### src/rtl/core/mbps_pkg.sv
package mbps_pkg;

  // default window depth and fixed pattern storage
  localparam int PATTERN_MAX_DEF = 32;
  localparam int PAT_BYTES       = 32;
  localparam int PAT_REGS        = 4;

  localparam int CFG_IDX_W  = 3;
  localparam int CFG_DATA_W = 64;
  localparam int ADDR_W     = 32;
  localparam int LEN_CFG_W  = 6;

  // register indexes
  localparam logic [CFG_IDX_W-1:0] CFG_PAT_0_7   = 3'd0;
  localparam logic [CFG_IDX_W-1:0] CFG_PAT_8_15  = 3'd1;
  localparam logic [CFG_IDX_W-1:0] CFG_PAT_16_23 = 3'd2;
  localparam logic [CFG_IDX_W-1:0] CFG_PAT_24_31 = 3'd3;
  localparam logic [CFG_IDX_W-1:0] CFG_CARE_MASK = 3'd4;
  localparam logic [CFG_IDX_W-1:0] CFG_PAT_LEN   = 3'd5;
  localparam logic [CFG_IDX_W-1:0] CFG_BASE_ADDR = 3'd6;
  localparam logic [CFG_IDX_W-1:0] CFG_REGION    = 3'd7;

  // scan limits precomputed from configuration
  typedef struct packed {
    logic              settle;    // derived values still updating
    logic [5:0]        span_m1;   // effective length minus one, zero length counts as one
    logic [ADDR_W:0]   limit;     // region_size + span_m1
    logic [ADDR_W-1:0] addr_off;  // base_address - span_m1
  } mbps_scan_cfg_t;

endpackage

### src/rtl/core/mbps_cfg.sv
module mbps_cfg #(
  parameter int PATTERN_MAX = mbps_pkg::PATTERN_MAX_DEF
) (
  input  logic                                   clk,
  input  logic                                   rst_n,
  input  logic                                   wr_en,
  input  logic [mbps_pkg::CFG_IDX_W-1:0]         wr_index,
  input  logic [mbps_pkg::CFG_DATA_W-1:0]        wr_data,
  output mbps_pkg::mbps_scan_cfg_t               scan_cfg,
  output logic [PATTERN_MAX-1:0][7:0]            apat,
  output logic [PATTERN_MAX-1:0]                 acare
);
  import mbps_pkg::*;

  localparam int LEN_W = $clog2(PATTERN_MAX + 1);

  logic [PAT_REGS-1:0][CFG_DATA_W-1:0] pat_r;
  logic [31:0]                         care_r;
  logic [LEN_CFG_W-1:0]                len_r;
  logic [ADDR_W-1:0]                   base_r;
  logic [ADDR_W-1:0]                   region_r;
  logic                                settle_r;

  logic [LEN_W-1:0]                    len_sat;
  logic [6:0]                          span7;
  logic [5:0]                          span_m1;
  logic [PAT_BYTES*8-1:0]              pat_flat;

  logic [PATTERN_MAX-1:0][7:0]         apat_r, apat_nxt;
  logic [PATTERN_MAX-1:0]              acare_r, acare_nxt;
  logic [5:0]                          span_m1_r;
  logic [ADDR_W:0]                     limit_r;
  logic [ADDR_W-1:0]                   addr_off_r;

  always_ff @(posedge clk) begin
    if (!rst_n) begin
      pat_r    <= '0;
      care_r   <= '0;
      len_r    <= '0;
      base_r   <= '0;
      region_r <= '0;
      settle_r <= 1'b0;
    end else begin
      settle_r <= wr_en;
      if (wr_en) begin
        unique case (wr_index)
          CFG_PAT_0_7:   pat_r[0] <= wr_data;
          CFG_PAT_8_15:  pat_r[1] <= wr_data;
          CFG_PAT_16_23: pat_r[2] <= wr_data;
          CFG_PAT_24_31: pat_r[3] <= wr_data;
          CFG_CARE_MASK: care_r   <= wr_data[31:0];
          CFG_PAT_LEN:   len_r    <= wr_data[LEN_CFG_W-1:0];
          CFG_BASE_ADDR: base_r   <= wr_data[ADDR_W-1:0];
          CFG_REGION:    region_r <= wr_data[ADDR_W-1:0];
          default: ;
        endcase
      end
    end
  end

  // length saturates at window depth
  always_comb begin
    if ({1'b0, len_r} > 7'(PATTERN_MAX)) len_sat = LEN_W'(PATTERN_MAX);
    else                                 len_sat = LEN_W'(len_r);
    span7   = (len_sat == '0) ? 7'd1 : 7'(len_sat);
    span_m1 = 6'(span7 - 7'd1);
  end

  assign pat_flat = pat_r;

  // pattern realigned to window order: window slot j pairs with pattern byte len-1-j
  always_comb begin
    logic [7:0] diff;
    apat_nxt  = '0;
    acare_nxt = '0;
    diff      = '0;
    for (int j = 0; j < PATTERN_MAX; j++) begin
      diff = 8'(len_sat) - 8'(j) - 8'd1;
      if (8'(j) < 8'(len_sat) && diff[7:5] == 3'd0) begin
        apat_nxt[j]  = pat_flat[diff[4:0]*8 +: 8];
        acare_nxt[j] = care_r[diff[4:0]];
      end
    end
  end

  always_ff @(posedge clk) begin
    apat_r     <= apat_nxt;
    acare_r    <= acare_nxt;
    span_m1_r  <= span_m1;
    limit_r    <= {1'b0, region_r} + (ADDR_W+1)'(span_m1);
    addr_off_r <= base_r - ADDR_W'(span_m1);
  end

  assign apat              = apat_r;
  assign acare             = acare_r;
  assign scan_cfg.settle   = settle_r;
  assign scan_cfg.span_m1  = span_m1_r;
  assign scan_cfg.limit    = limit_r;
  assign scan_cfg.addr_off = addr_off_r;

endmodule

### src/rtl/core/mbps_scan.sv
module mbps_scan #(
  parameter int PATTERN_MAX = mbps_pkg::PATTERN_MAX_DEF
) (
  input  logic                              clk,
  input  logic                              rst_n,
  input  logic                              proc,
  input  logic [7:0]                        data_byte,
  input  logic                              last,
  input  mbps_pkg::mbps_scan_cfg_t          scan_cfg,
  input  logic [PATTERN_MAX-1:0][7:0]       apat,
  input  logic [PATTERN_MAX-1:0]            acare,
  output logic                              res_valid,
  output logic                              res_found,
  output logic [mbps_pkg::ADDR_W-1:0]       res_addr
);
  import mbps_pkg::*;

  logic [PATTERN_MAX-1:0][7:0] window_r, window_nxt;
  logic [ADDR_W-1:0]           seen_r, seen_nxt;
  logic                        done_r, done_nxt;

  logic [PATTERN_MAX-1:0][7:0] win_new;
  logic [PATTERN_MAX-1:0]      slot_ok;
  logic                        sat, in_range, hit;

  // newest byte in slot 0
  always_comb begin
    win_new[0] = data_byte;
    for (int j = 1; j < PATTERN_MAX; j++) win_new[j] = window_r[j-1];
    for (int j = 0; j < PATTERN_MAX; j++) slot_ok[j] = !acare[j] || (win_new[j] == apat[j]);
  end

  assign sat      = &seen_r;
  // position seen_r+1-span must satisfy 0 <= pos < region_size
  assign in_range = (seen_r >= ADDR_W'(scan_cfg.span_m1)) &&
                    ({1'b0, seen_r} < scan_cfg.limit);
  assign hit      = !done_r && !sat && in_range && (&slot_ok);

  assign res_valid = hit || (last && !done_r);
  assign res_found = hit;
  assign res_addr  = hit ? (scan_cfg.addr_off + seen_r) : '1;

  always_comb begin
    window_nxt = window_r;
    seen_nxt   = seen_r;
    done_nxt   = done_r;
    if (proc) begin
      if (last) begin
        window_nxt = '0;
        seen_nxt   = '0;
        done_nxt   = 1'b0;
      end else begin
        window_nxt = win_new;
        seen_nxt   = sat ? seen_r : seen_r + 1'b1;
        done_nxt   = done_r || hit;
      end
    end
  end

  always_ff @(posedge clk) begin
    if (!rst_n) begin
      window_r <= '0;
      seen_r   <= '0;
      done_r   <= 1'b0;
    end else begin
      window_r <= window_nxt;
      seen_r   <= seen_nxt;
      done_r   <= done_nxt;
    end
  end

endmodule

### src/rtl/core/masked_byte_pattern_scan.sv
// an accepted byte passes the input register and is scanned into the result register
// throughput: one byte per cycle when not stalled; the window compare is one parallel stage
// a configuration write holds off input while derived limits update
// reset (rst_n low, synchronous) clears configuration registers, window, byte count and done flag
module masked_byte_pattern_scan #(
  parameter int PATTERN_MAX = mbps_pkg::PATTERN_MAX_DEF
) (
  input  logic                                clk,
  input  logic                                rst_n,
  // input stream
  input  logic                                in_tvalid,
  output logic                                in_tready,
  input  logic [7:0]                          in_tdata,   // [7:0] data_byte
  input  logic                                in_tlast,   // last byte of the scan
  // result stream
  output logic                                out_tvalid,
  input  logic                                out_tready,
  output logic [mbps_pkg::ADDR_W-1:0]         out_tdata,  // [31:0] match_address
  output logic                                out_tuser,  // [0] found
  // configuration writes
  input  logic                                cfg_valid,
  output logic                                cfg_ready,
  input  logic [mbps_pkg::CFG_IDX_W-1:0]      cfg_index,
  input  logic [mbps_pkg::CFG_DATA_W-1:0]     cfg_data
);
  import mbps_pkg::*;

  mbps_scan_cfg_t              scan_cfg;
  logic [PATTERN_MAX-1:0][7:0] apat;
  logic [PATTERN_MAX-1:0]      acare;

  // input register
  logic       a_valid_r;
  logic [7:0] a_byte_r;
  logic       a_last_r;

  // result register
  logic              out_valid_r;
  logic              out_found_r;
  logic [ADDR_W-1:0] out_addr_r;

  logic              b_can, proc, in_acc;
  logic              res_valid, res_found;
  logic [ADDR_W-1:0] res_addr;

  // configuration is always taken
  assign cfg_ready = 1'b1;

  mbps_cfg #(.PATTERN_MAX(PATTERN_MAX)) u_cfg (
    .clk      (clk),
    .rst_n    (rst_n),
    .wr_en    (cfg_valid && cfg_ready),
    .wr_index (cfg_index),
    .wr_data  (cfg_data),
    .scan_cfg (scan_cfg),
    .apat     (apat),
    .acare    (acare)
  );

  // the result slot frees up when empty or drained this cycle
  assign b_can     = !out_valid_r || out_tready;
  // a word leaves the input register for the scan when the slot is free and settle is low
  assign proc      = a_valid_r && b_can && !scan_cfg.settle;
  assign in_tready = (!a_valid_r || b_can) && !scan_cfg.settle;
  assign in_acc    = in_tvalid && in_tready;

  mbps_scan #(.PATTERN_MAX(PATTERN_MAX)) u_scan (
    .clk       (clk),
    .rst_n     (rst_n),
    .proc      (proc),
    .data_byte (a_byte_r),
    .last      (a_last_r),
    .scan_cfg  (scan_cfg),
    .apat      (apat),
    .acare     (acare),
    .res_valid (res_valid),
    .res_found (res_found),
    .res_addr  (res_addr)
  );

  always_ff @(posedge clk) begin
    if (!rst_n) begin
      a_valid_r <= 1'b0;
    end else if (in_acc) begin
      a_valid_r <= 1'b1;
    end else if (proc) begin
      a_valid_r <= 1'b0;
    end
  end

  always_ff @(posedge clk) begin
    if (in_acc) begin
      a_byte_r <= in_tdata;
      a_last_r <= in_tlast;
    end
  end

  // result word loads on a hit or on an end of scan with no earlier hit, otherwise drains when taken
  always_ff @(posedge clk) begin
    if (!rst_n) begin
      out_valid_r <= 1'b0;
    end else if (proc && res_valid) begin
      out_valid_r <= 1'b1;
    end else if (out_tready) begin
      out_valid_r <= 1'b0;
    end
  end

  always_ff @(posedge clk) begin
    if (proc && res_valid) begin
      out_found_r <= res_found;
      out_addr_r  <= res_addr;
    end
  end

  assign out_tvalid = out_valid_r;
  assign out_tdata  = out_addr_r;
  assign out_tuser  = out_found_r;

endmodule
### config.mk
export PLATFORM = sky130hd
export DESIGN_NAME = masked_byte_pattern_scan
export DESIGN_NICKNAME = d
export VERILOG_FILES = /design/src/rtl/core/mbps_pkg.sv /design/src/rtl/core/mbps_cfg.sv /design/src/rtl/core/mbps_scan.sv /design/src/rtl/core/masked_byte_pattern_scan.sv
export SDC_FILE = /design/constraint.sdc
export NUM_CORES = 2
export LEC_CHECK = 0
export BUFFER_PORTS_ARGS = -buffer_cell sky130_fd_sc_hd__buf_2
export CAP_MARGIN = 20
export CORE_ASPECT_RATIO = 1.2
export CORE_MARGIN = 1.5
export CORE_UTILIZATION = 60
export CTS_CLUSTER_SIZE = 24
export DETAILED_ROUTE_END_ITERATION = 8
export PLACE_DENSITY = 0.8
export SYNTH_ARGS = -nofsm -noshare
export SYNTH_HDL_FRONTEND = slang
export SYNTH_SLANG_ARGS = --single-unit
### constraint.sdc
create_clock -name clk -period 7.7 [get_ports clk]
set_input_delay 0.385 -clock clk [delete_from_list [all_inputs] [get_ports clk]]
set_output_delay 0.385 -clock clk [all_outputs]
set_load 0.02 [all_outputs]
==> flow_summary.json <==
{
  "status": "complete, no violations",
  "cp-end-kind": "flip-flop",
  "die-area_sq_um": 98600,
  "overflow": 0,
  "synth-xor-area-share_pct": 7.29,
  "required_ns": 8.33,
  "post-cts-setup-buffers": 0,
  "place_ws_ns": 2.24,
  "vias_per_cell": 6.47,
  "worstPathCellList": "buf_4, inv_4, nand2_2, ha_1, a31oi_1, ha_1, xnor2_1, inv_1, ha_1, a21o_1, a21oi_1, o21ai_0, a21oi_1, nand2_1, nor3b_1, nand2_1, nor3_1, xor2_1",
  "gp_congestion": 1.21,
  "cts_hold_buf": 39,
  "dpl.cell_count": 7778,
  "cts_made_buffers": 103,
  "wirelength_microns": 236000,
  "total_power_mw": 12.8,
  "setup_viol": 0,
  "wl_met3_microns": 32900,
  "power_density_nw_per_um2": 203,
  "max_freq_mhz": 179,
  "start_kind": "flip-flop",
  "min_to": "u_cfg.base_r[31]$_SDFFE_PN0P_",
  "nFillCells": 7894,
  "grtUsageTotal_pct": 46.4,
  "ant_nets": 0,
  "cpMostUsedCell": "ha_1",
  "fin_skew_ns": 0.0297,
  "min_path_type": "in2reg",
  "io_pins": 117,
  "ctsResizeCount": 0,
  "drive_gt1_share_pct": 7.34,
  "synthAdderAreaFrac_pct": 2.52,
  "final_cell_count_no_fill": 8021,
  "critPathKind": "reg2reg",
  "grt_pass1_vias": 46700,
  "wl_met2_microns": 93500,
  "syn_nets": 6929,
  "syn_area_sq_um": 58000,
  "drt-pass1-iter-count": 7,
  "muxShareOfSynthArea_pct": 21.5,
  "tightest_slew_ns": 1.35,
  "r2r-end": "u_cfg.addr_off_r[28]$_DFF_P_",
  "fin_setup_tns_ns": 0,
  "grt_pass1_wl_microns": 331000,
  "path_max_fanout": 38,
  "slowest_stage": "nor3b_1",
  "initial_core_util_pct": 60.7,
  "synthSimpleGateAreaFrac_pct": 16.4,
  "syn_avg_cell_area_sq_um": 8.62,
  "wl_met1_microns": 91300,
  "drc_errors": 0,
  "clk_latency_ns": 0.71,
  "reg2reg_from": "u_cfg.len_r[5]$_SDFFE_PN0P_",
  "ys_ff_latch": 1043,
  "relSlewSlack_pct": 7.10,
  "worst_slack_ns": 2.10,
  "holdCritStartpoint": "cfg_data[31]",
  "synth_compound_area_share_pct": 12.0,
  "grt_max_degree": 298,
  "syn2layout_area_growth_pct": 9.26,
  "wl_per_cell_microns": 29.4,
  "dr.first_iter.drc_count": 7335,
  "htreeDepth": 3,
  "clockBufferDepth": 3,
  "worstRegToRegCells": 18,
  "slowest_delay_ns": 0.64,
  "ys_async_sr_fraction_pct": 0,
  "fp-row-count": 124,
  "synth.distinct_cells": 88,
  "multi_input_area_sq_um": 34900,
  "reg2reg_slack_ns": 2.10,
  "whs_path_depth": 3,
  "synth_top_family_by_area": "multiplexers",
  "antenna_found_initial": 19,
  "synth_seq_area_share_pct": 36.7,
  "max-cap-violations": 0,
  "ir_worst_vdd_uv": 194,
  "dominantRegCellSynth": "dfxtp_1",
  "top_layer_used": "met5",
  "final_max_slew_viol_count": 0,
  "hpwl_microns": 182000,
  "fp.dieW_microns": 287,
  "coreArea_sq_um": 95600,
  "hold_viol": 0,
  "cts_tree": "done",
  "port_buffers": 115,
  "yosysWarnings": 0,
  "fin_crit_ns": 5.60,
  "synth_cells": 6733,
  "die_h_microns": 344,
  "rsz0062_at_grt": "false",
  "clock-sinks": 1043,
  "finalCritPeriodShare_pct": 72.7,
  "p_leak_nw": 24.2,
  "cts-root-buf": "clkbuf_16",
  "nets": 6861,
  "synth_edf_count": 42,
  "cp.arrival_ns": 6.23,
  "clk_pin_slew_ns": 0.06,
  "regArea_sq_um": 21300,
  "dr_total_vias": 51900
}
registers in the layout, summed over array words and instances, names as in the netlist:
| name | count |
|---|---|
| a_byte_r | 8 |
| a_last_r | 1 |
| a_valid_r | 1 |
| out_tdata | 32 |
| out_tuser | 1 |
| out_tvalid | 1 |
| u_cfg.acare | 32 |
| u_cfg.addr_off_r | 32 |
| u_cfg.apat | 256 |
| u_cfg.base_r | 32 |
| u_cfg.care_r | 32 |
| u_cfg.len_r | 6 |
| u_cfg.limit_r | 33 |
| u_cfg.pat_flat | 256 |
| u_cfg.region_r | 32 |
| u_cfg.settle_r | 1 |
| u_cfg.span_m1_r | 6 |
| u_scan.done_r | 1 |
| u_scan.seen_r | 32 |
| u_scan.win_new | 248 |
logic make-up after synthesis:
family | count (synthesis)
buf+inv | 484
fa+ha+maj | 115
flops | 1043
mux | 1201
simple gates | 2310
other cells | 1
compound gates | 1141
xor+xnor | 438
final cells by class:
class	count	area share [%]
diodes	7	0.0276
clock buffers	149	4.77
clock inverters	45	1.06
inverters	85	0.539
multi-input cells	5206	55.0
flip-flops and latches	1043	33.6
well taps	1260	2.49
repair buffers	226	2.56
critical path, delay by kind of cell (launching register included):
kind | cells | cell delay [ns]
adder cells (fa/ha/maj) | 3 | 1.11
flip-flops | 1 | 0.31
AND/OR/NAND/NOR | 5 | 1.78
buffers and inverters | 3 | 0.74
XOR/XNOR | 2 | 0.45
AO/OA/AOI/OAI | 5 | 1.10
where the power goes:
group          internal, mW  switching (mW)
combinational         0.511            1.04
clock                  3.22            2.33
sequential             5.58           0.162
worst max-delay path by stage:
stage / slack [ns] / end / from
2_1_floorplan: 2.68 / u_cfg.addr_off_r[28]$_DFF_P_ / u_cfg.len_r[5]$_SDFFE_PN0P_
3_3_place_gp: 2.30 / u_cfg.addr_off_r[28]$_DFF_P_ / u_cfg.len_r[5]$_SDFFE_PN0P_
3_5_place_dp: 2.24 / u_cfg.addr_off_r[28]$_DFF_P_ / u_cfg.len_r[5]$_SDFFE_PN0P_
4_1_cts: 2.20 / u_cfg.addr_off_r[28]$_DFF_P_ / u_cfg.len_r[5]$_SDFFE_PN0P_
5_1_grt: 1.77 / u_cfg.addr_off_r[28]$_DFF_P_ / u_cfg.len_r[5]$_SDFFE_PN0P_
6_report: 2.10 / u_cfg.addr_off_r[28]$_DFF_P_ / u_cfg.len_r[5]$_SDFFE_PN0P_
cells in the final DEF, fill, tap and decap left out, drive strengths merged, types with 15 or more instances in the layout:
cell type    instances
ha                 112
a21o                27
clkbuf             149
a21oi              573
nor2b               38
dfxtp             1001
a31oi               15
nor3                27
buf                187
nand4               99
xor2                61
nand3               59
a21boi             359
o21ai               96
nand2             1804
nor2               186
xnor2              377
mux2i             1164
inv                 87
nor4                21
edfxtp              42
clkinv              22
mux4                36
dlygate4sd3         39
layer usage:
layer	up-vias	GRT usage [%]
li1	22900	-
met1	24900	61.3
met2	3389	64.6
met3	667	16.5
met4	6	28.2
met5	-	0
stage by stage:
stage | utilization [%] | instance area (sq um) | hold WS [ns]
detailed placement | 62.0 | 59300 | 0.451
floorplan | - | 58000 | 0.431
CTS | 66.3 | 63300 | 0.00741
global route | 66.3 | 63400 | 0.0404
finish | 66.3 | 63400 | 0.0227
global placement | 62.0 | 59300 | 0.448
Yosys cell counts (all sizes together), types with 3 or more instances:
library cell	count	share of area, %
a21o	27	0.35
xnor2	377	6.3
nor3	27	0.28
o221ai	3	0.045
nor2	186	1.2
a21oi	573	5.0
inv	85	0.58
mux2i	1164	20
or4	5	0.065
nand4	99	1.1
ha	112	2.4
edfxtp	42	2.2
or3	7	0.075
o31ai	9	0.12
mux4	36	1.4
a211oi	8	0.10
nor4b	3	0.056
a22o	4	0.060
a21boi	359	4.7
a31oi	15	0.16
buf	141	1.4
and3	13	0.14
nand3	59	0.52
o21ai	96	0.83
and2	12	0.13
or2	3	0.032
nor3b	5	0.065
xor2	61	0.99
nand2b	13	0.14
o21bai	7	0.091
and4	7	0.11
clkbuf	258	1.7
o22ai	8	0.11
dfxtp	1001	35
nor2b	38	0.41
a2111oi	4	0.073
fa	3	0.10
a221o	5	0.086
nand2	1804	12
nor4	21	0.24
o211ai	7	0.091
(Power assumes the default switching activity.)
